`config.mk`:
```
export PLATFORM = sky130hd
export DESIGN_NAME = wpp_ctrl
export DESIGN_NICKNAME = d
export VERILOG_FILES = /design/src/hw/rtl/wpp_pkg.sv /design/src/hw/rtl/wpp_ctrl.sv
export SDC_FILE = /design/constraint.sdc
export NUM_CORES = 1
export LEC_CHECK = 0
export BUFFER_PORTS_ARGS = -buffer_cell sky130_fd_sc_hd__buf_2
export CAP_MARGIN = 25
export CORE_AREA = 4 4 41 43
export CTS_CLUSTER_DIAMETER = 30
export DETAILED_ROUTE_END_ITERATION = 16
export DIE_AREA = 0 0 45 47
export PLACE_DENSITY_LB_ADDON = 0.12
export RECOVER_POWER = 25
export SKIP_LAST_GASP = 1
export SLEW_MARGIN = 20
export SYNTH_ARGS = -nofsm -noshare
export SYNTH_HDL_FRONTEND = slang
export SYNTH_SLANG_ARGS = --single-unit
export TNS_END_PERCENT = 10
```
`constraint.sdc`:
```
create_clock -name clk -period 1.2 [get_ports clk]
set_input_delay 0 -clock clk [delete_from_list [all_inputs] [get_ports clk]]
set_output_delay 0 -clock clk [all_outputs]
set_load 0.02 [all_outputs]
```
`src/hw/rtl/wpp_pkg.sv`:
```
`timescale 1ns / 1ps

package wpp_pkg;

  // Fixed field widths of the command and result channels.
  localparam int OP_W     = 1;
  localparam int IDX_W    = 6;
  localparam int WEIGHT_W = 16;
  localparam int DRAW_W   = 32;
  localparam int CNT_W    = 7;
  localparam int CFG_IDX_W = 1;

  // Defaults for the table geometry.
  localparam int DEF_MAX_ROWS = 64;
  localparam int DEF_MAX_COLS = 64;

  // Reset value of both count registers.
  localparam logic [CNT_W-1:0] CNT_RESET = 7'd41;

  // Command opcodes.
  localparam logic [OP_W-1:0] OP_WRITE = 1'b0;
  localparam logic [OP_W-1:0] OP_DRAW  = 1'b1;

  // Configuration register indexes.
  localparam logic [CFG_IDX_W-1:0] CFG_ROWS = 1'b0;
  localparam logic [CFG_IDX_W-1:0] CFG_COLS = 1'b1;

  // Commands from the controller to the datapath.
  typedef struct packed {
    logic load;
    logic sum;
    logic div_start;
    logic row_start;
    logic row;
    logic col;
    logic emit_none;
  } wpp_cmd_t;

  // Status from the datapath to the controller.
  typedef struct packed {
    logic sum_done;
    logic total_zero;
    logic div_done;
    logic row_done;
    logic col_done;
  } wpp_sts_t;

endpackage

```
`src/hw/rtl/wpp_ctrl.sv`:
```
`timescale 1ns / 1ps

module wpp_ctrl
  import wpp_pkg::*;
(
  input  logic            clk,
  input  logic            rst_n,
  input  logic            start,
  input  logic [OP_W-1:0] opcode,
  input  wpp_sts_t        sts,
  output wpp_cmd_t        cmd,
  output logic            busy
);

  localparam logic [2:0] S_IDLE = 3'd0;
  localparam logic [2:0] S_SUM  = 3'd1;
  localparam logic [2:0] S_CHK  = 3'd2;
  localparam logic [2:0] S_DIV  = 3'd3;
  localparam logic [2:0] S_ROW  = 3'd4;
  localparam logic [2:0] S_COL  = 3'd5;

  logic [2:0] state_r;
  logic [2:0] state_nxt;

  always_comb begin
    state_nxt = state_r;
    cmd       = '0;
    case (state_r)
      S_IDLE: begin
        if (start && opcode == OP_DRAW) begin
          cmd.load  = 1'b1;
          state_nxt = S_SUM;
        end
      end
      S_SUM: begin
        cmd.sum = 1'b1;
        if (sts.sum_done) begin
          state_nxt = S_CHK;
        end
      end
      S_CHK: begin
        if (sts.total_zero) begin
          cmd.emit_none = 1'b1;
          state_nxt     = S_IDLE;
        end else begin
          cmd.div_start = 1'b1;
          state_nxt     = S_DIV;
        end
      end
      S_DIV: begin
        if (sts.div_done) begin
          cmd.row_start = 1'b1;
          state_nxt     = S_ROW;
        end
      end
      S_ROW: begin
        cmd.row = 1'b1;
        if (sts.row_done) begin
          state_nxt = S_COL;
        end
      end
      S_COL: begin
        cmd.col = 1'b1;
        if (sts.col_done) begin
          state_nxt = S_IDLE;
        end
      end
      default: begin
        state_nxt = S_IDLE;
      end
    endcase
  end

  always_ff @(posedge clk) begin
    if (!rst_n) begin
      state_r <= S_IDLE;
    end else begin
      state_r <= state_nxt;
    end
  end

  assign busy = (state_r != S_IDLE);

endmodule

```
==> results of run 1 <==
[logic make-up (layout without fill, tap and decap cells)]
group | count (synthesis) | after routing | share of synthesized area, %
and+or+nand+nor | 14 | 14 | 31.8
AOI/OAI and AO/OA | 8 | 8 | 22.7
buffers and inverters | 8 | 30 | 14.7
DFF | 3 | 3 | 22.7
muxes | 2 | 2 | 8.06
[layout make-up]
type / instances / area (sq um)
Sequential cell: 3 / 66.3
Multi-Input combinational cell: 24 / 189
Clock buffer: 4 / 26.3
Inverter: 5 / 18.8
Fill cell: 156 / 850
Tap cell: 15 / 18.8
Timing Repair Buffer: 21 / 133
[per-stage QoR]
step / power [mW] / setup slack, ns / util, % / cell area [sq um]
5_1_grt: 0.496 / -0.0792 / 34.7 / 452
6_report: 0.449 / -0.00971 / 34.7 / 452
3_3_place_gp: 0.259 / 0.0171 / 29.2 / 380
4_1_cts: 0.458 / -0.0241 / 34.3 / 447
2_1_floorplan: 0.207 / -0.0455 / - / 272
3_5_place_dp: 0.257 / 0.0380 / 29.2 / 380
[metal layers]
| layer | share of wire, % | routed length (um) | vias to the layer above | global-route usage [%] |
|---|---|---|---|---|
| met2 | 45 | 346 | 12 | 12.7 |
| met4 | 0 | 0 | 0 | 5.26 |
| met1 | 48 | 368 | 129 | 9.75 |
| met5 | 0 | 0 | - | 0 |
| li1 | - | - | 166 | - |
| met3 | 6.8 | 52 | 0 | 3.45 |
[report_power, final]
group,switching [mW],internal [mW]
Clock,0.0478,0.124
Combinational,0.0738,0.0736
Sequential,0.0196,0.110
Total,0.141,0.308
[timing repair]
item	4_1_cts	5_1_grt
hold buffers	1	0
endpoints found under the hold margin	1	0
setup endpoints to repair	7	8
resized for setup	9	2
pin swaps	1	0
gates cloned	0	0
[Yosys cell counts]
master and count:
a2111oi_1 1, a21oi_1 3, a21oi_2 1, a221o_1 1, buf_2 1, buf_4 2
dfxtp_1 3, inv_1 5, mux2_2 1, mux2i_1 1, nand2_1 4, nand3b_4 1
nor2_1 3, nor3_1 3, nor4b_1 1, o2111ai_1 1, o21a_1 1, or2b_1 1
or3_1 1
[worst min path at each step]
stage	from	endpoint	slack, ns	cells after the start
final	sts[4]	state_r[1]	0.13	3
after global routing	sts[0]	state_r[2]	0.13	3
after CTS	sts[4]	state_r[1]	0.12	3
after detailed placement	rst_n	state_r[2]	0.24	2
after global placement	rst_n	state_r[2]	0.23	2
after floorplan	sts[3]	cmd[4]	0.08	1
[critical path: cells and delay by family, from the launching register on]
family | cells | cell delay [ns]
DFF | 1 | 0.32
and+or+nand+nor | 2 | 0.43
buffers and inverters | 2 | 0.23
==> metrics, run 1 <==
critical path launch point=state_r[2]; dominant cells by area after synthesis=dfxtp_1 23%, nand3b_4 7.6%, inv_1 7.1%, a21oi_1 5.7%, nor3_1 5.7%; Post-Synthesis Cells=35; Worst-Margin Slew=0.291 ns; area grow syn2layout=71.1%; Ant. Diodes=0; final hold viol count=0; VDD IR max=0.471 mV; Mapped Area=264 sq um; DR WL/cell=10.7 um; DP HPWL=610 um; most frequent CP cell=buf_6; Yosys top cell area share=22.7%; reg2reg start=state_r[2]; Syn Nets=44; Final setup viols=1; max reg flops=3; Via density=4.26; RSZ-0062 raised after global routing=true; Sink Count=3; cell chain of the critical path=buf_6 -> or3_4 -> nor2_4 -> buf_6; floorplan row count=13; critical path startpoint category=flop; io pins=17; postcts setup bufs=0; Root Driver=clkbuf_4; Mean Syn Cell Area=7.54 sq um; maxcap violations=0; CTS H-tree depth=1; Critical R2R Capture=state_r[0]; worst setup margin=-0.00971 ns; crit end category=output pin; Netlist cell types=19; hold_ws=0.129 ns; sequential-to-total area share from yosys stat=between 20 and 25%; Slew headroom=80.6%; clk_skew=0.00331 ns; residual DRC count=0; Top Registers=state_r x3; Arrival @ worst endpoint=1.21 ns; commonest non-fill, non-tap cell in the layout=buf_2; first-pass detailed-route iteration total=2; CP Data Required Time=between 1 and 1.5 ns; outcome=finished with violations; die area=2120 sq um; core area=1300 sq um; dpl cells=67; Reg with most FFs=state_r; pin count of the biggest net entering global routing=11; GRT Total Usage=8.37%; Final Critical Period=1.21 ns; Die W=45 um; Via Count=a little over 300; Port Buffer Count=16; R2R cell count=3; Critical Path Max Stage Delay=around 0.34 ns; failing checks=setup timing; initial antenna violation count=0; Final Max Tran Viols=0; Num CTS Buffers=3; TritonCTS clock tree=done; Slowest cell on crit path=or3_4; global route overflow=0; Yosys reg bits=3; Placer Congestion=0.709; Initial Util=20.3%; CP endpoint=cmd[6]; layout cells sized above 1=57.9%; Yosys warnings=0; first-pass GRT wire length=1240 um; clk buf depth=2; Post-Layout Cell Count=72; CP Class=reg2out; Die Y=approximately 47 um; remaining antenna violation count=0; worst hold path type=in2reg; f_max=827 MHz; Worst-Skew Late Latency=0.23 ns; Yosys top cell by area=dfxtp_1; post-route setup TNS=-0.00971 ns; CP max FO=6; Reg2Reg Setup Slack=around 0.02 ns; most frequent cells in the layout=14 x buf_2, 5 x inv_1, 4 x nand2_1, 4 x buf_4; Clk pin slew, worst setup/hold paths=0.04 ns; final wirelength=767 um; initial DRC count=5; Leakage=0.218 nW; fin nets=67; Pwr Density=about 1000 nW/um^2; vias in the first global route=roughly 290; Final Cycle Share=101%
(Power assumes the default switching activity.)
==> run 2, diff against run 1 <==
--- a/config.mk
+++ b/config.mk
@@ -13,6 +13,7 @@
 export DIE_AREA = 0 0 45 47
 export PLACE_DENSITY_LB_ADDON = 0.12
 export RECOVER_POWER = 25
+export REMOVE_ABC_BUFFERS = 1
 export SKIP_LAST_GASP = 1
 export SLEW_MARGIN = 20
 export SYNTH_ARGS = -nofsm -noshare
==> metrics, run 2 (same netlist as run 1, synthesis figures left out) <==
DP HPWL=585 um; first-pass detailed-route iteration total=1; pre-CTS setup slack=0.0545 ns; Root Driver=clkbuf_4; layout cells sized above 1=53.6%; Sink Count=3; Clk network pwr share=40.8%; final hold viol count=0; pin count of the biggest net entering global routing=11; Via density=4.41; VDD IR max=between 0.4 and 0.5 mV; most frequent CP cell=buf_4; dpl cells=66; fin util=roughly a third; Ant. Diodes=0; Via Count=313; core area=between 1000 and 1500 sq um; Die W=45 um; worst setup margin=-0.0437 ns; Die Y=47 um; worst hold path type=in2reg; Design Power=around 440 uW; Final Critical Period=around 1.2 ns; Reg with most FFs=state_r; Num CTS Buffers=3; CTS H-tree depth=1; first-pass GRT wire length=about 1300 um; sw frac=31.9%; failing checks=setup timing; residual DRC count=0; placed cell areas=approximately 370 sq um; Top Registers=state_r x3; Internal Pwr Total=301 uW; RSZ-0062 raised after global routing=true; initial DRC count=0; Worst-Skew Late Latency=0.24 ns; cell chain of the critical path=buf_4 -> or3_4 -> nor2_1 -> buf_4; crit end category=output pin; io pins=17; fin area=430 sq um; global route overflow=0; clk buf depth=2; GRT Total Usage=9.16%; Critical Path Max Stage Delay=0.32 ns; commonest non-fill, non-tap cell in the layout=buf_2; Net Switching=141 uW; CP max FO=3; TritonCTS clock tree=done; Final setup viols=1; Clk pin slew, worst setup/hold paths=0.04 ns; area grow syn2layout=63.0%; Leakage=0.210 nW; Slew headroom=80.9%; CP Class=reg2out; Pwr Density=1030 nW/um^2; Worst-Margin Slew=0.286 ns; combinational power share=30.6%; Final Cycle Share=104%; f_max=804 MHz; Seq pwr share=28.6%; Final Max Tran Viols=0; final wirelength=771 um; most frequent cells in the layout=12 x buf_2, 6 x buf_4, 5 x inv_1; Post-Layout Cell Count=71; Arrival @ worst endpoint=~1.2 ns; vias in the first global route=309; initial antenna violation count=0; max reg flops=3; Initial Util=20.3%; outcome=finished with violations; clk_skew=0.00392 ns; floorplan row count=13; Placer Congestion=0.678; critical path startpoint category=flop; Port Buffer Count=16; Slowest cell on crit path=dfxtp_2; postcts setup bufs=0; remaining antenna violation count=0; maxcap violations=0; fin nets=66; CP Data Required Time=1.20 ns; die area=2120 sq um; DR WL/cell=around 11 um
[run 2: worst max-delay path: cells and delay by family, from the launching register on]
family                 cells  cell delay (ns)
buffers and inverters      2             0.27
flip-flops                 1             0.32
AND/OR/NAND/NOR            2             0.41
[run 2: layout make-up]
| type | count | area [sq um] |
|---|---|---|
| multi-input combinational | 24 | 176 |
| sequential | 3 | 63.8 |
| inverter | 5 | 18.8 |
| tap | 15 | 18.8 |
| clock buffer | 4 | 26.3 |
| timing repair buffer | 20 | 126 |
| fill | 151 | 871 |
[run 2: final timing paths]
kind | startpoint | endpoint | slack, ns | cells past startpoint
worst max-delay path | state_r[2] | cmd[6] | -0.04 | 4
worst min register to register | state_r[2] | state_r[1] | 0.56 | 2
worst max register to register | state_r[2] | state_r[0] | 0.04 | 3
worst min-delay path | sts[0] | state_r[2] | 0.10 | 3
[run 2: per-stage QoR]
step	hold slack [ns]	setup TNS [ns]
global placement	0.230	0
global route	0.122	-0.432
detailed placement	0.235	0
CTS	0.107	-0.202
floorplan	0.0826	-0.280
finish	0.104	-0.0437
[run 2: repair_timing]
item / CTS / global route
pin swaps: 1 / 0
endpoints found under the hold margin: 1 / 0
setup endpoints to repair: 6 / 7
gates resized for setup: 5 / 5
hold buffers: 1 / 0
[run 2: power groups by stage]
stage	clock, mW	combinational, mW	sequential (mW)
floorplan	0	0.0707	0.125
global placement	0	0.124	0.126
detailed placement	0	0.123	0.125
CTS	0.190	0.129	0.126
global route	0.195	0.148	0.129
finish	0.181	0.135	0.126
[run 2: per-layer routing]
| metal | share of wire [%] | vias to the layer above | wire [um] | global-route usage (%) |
|---|---|---|---|---|
| met1 | 44 | 134 | 342 | 10.4 |
| met5 | 0 | - | 0 | 0 |
| met4 | 1.4 | 0 | 11 | 7.02 |
| li1 | - | 164 | - | - |
| met3 | 9.2 | 2 | 71 | 5.36 |
| met2 | 45 | 13 | 345 | 12.4 |
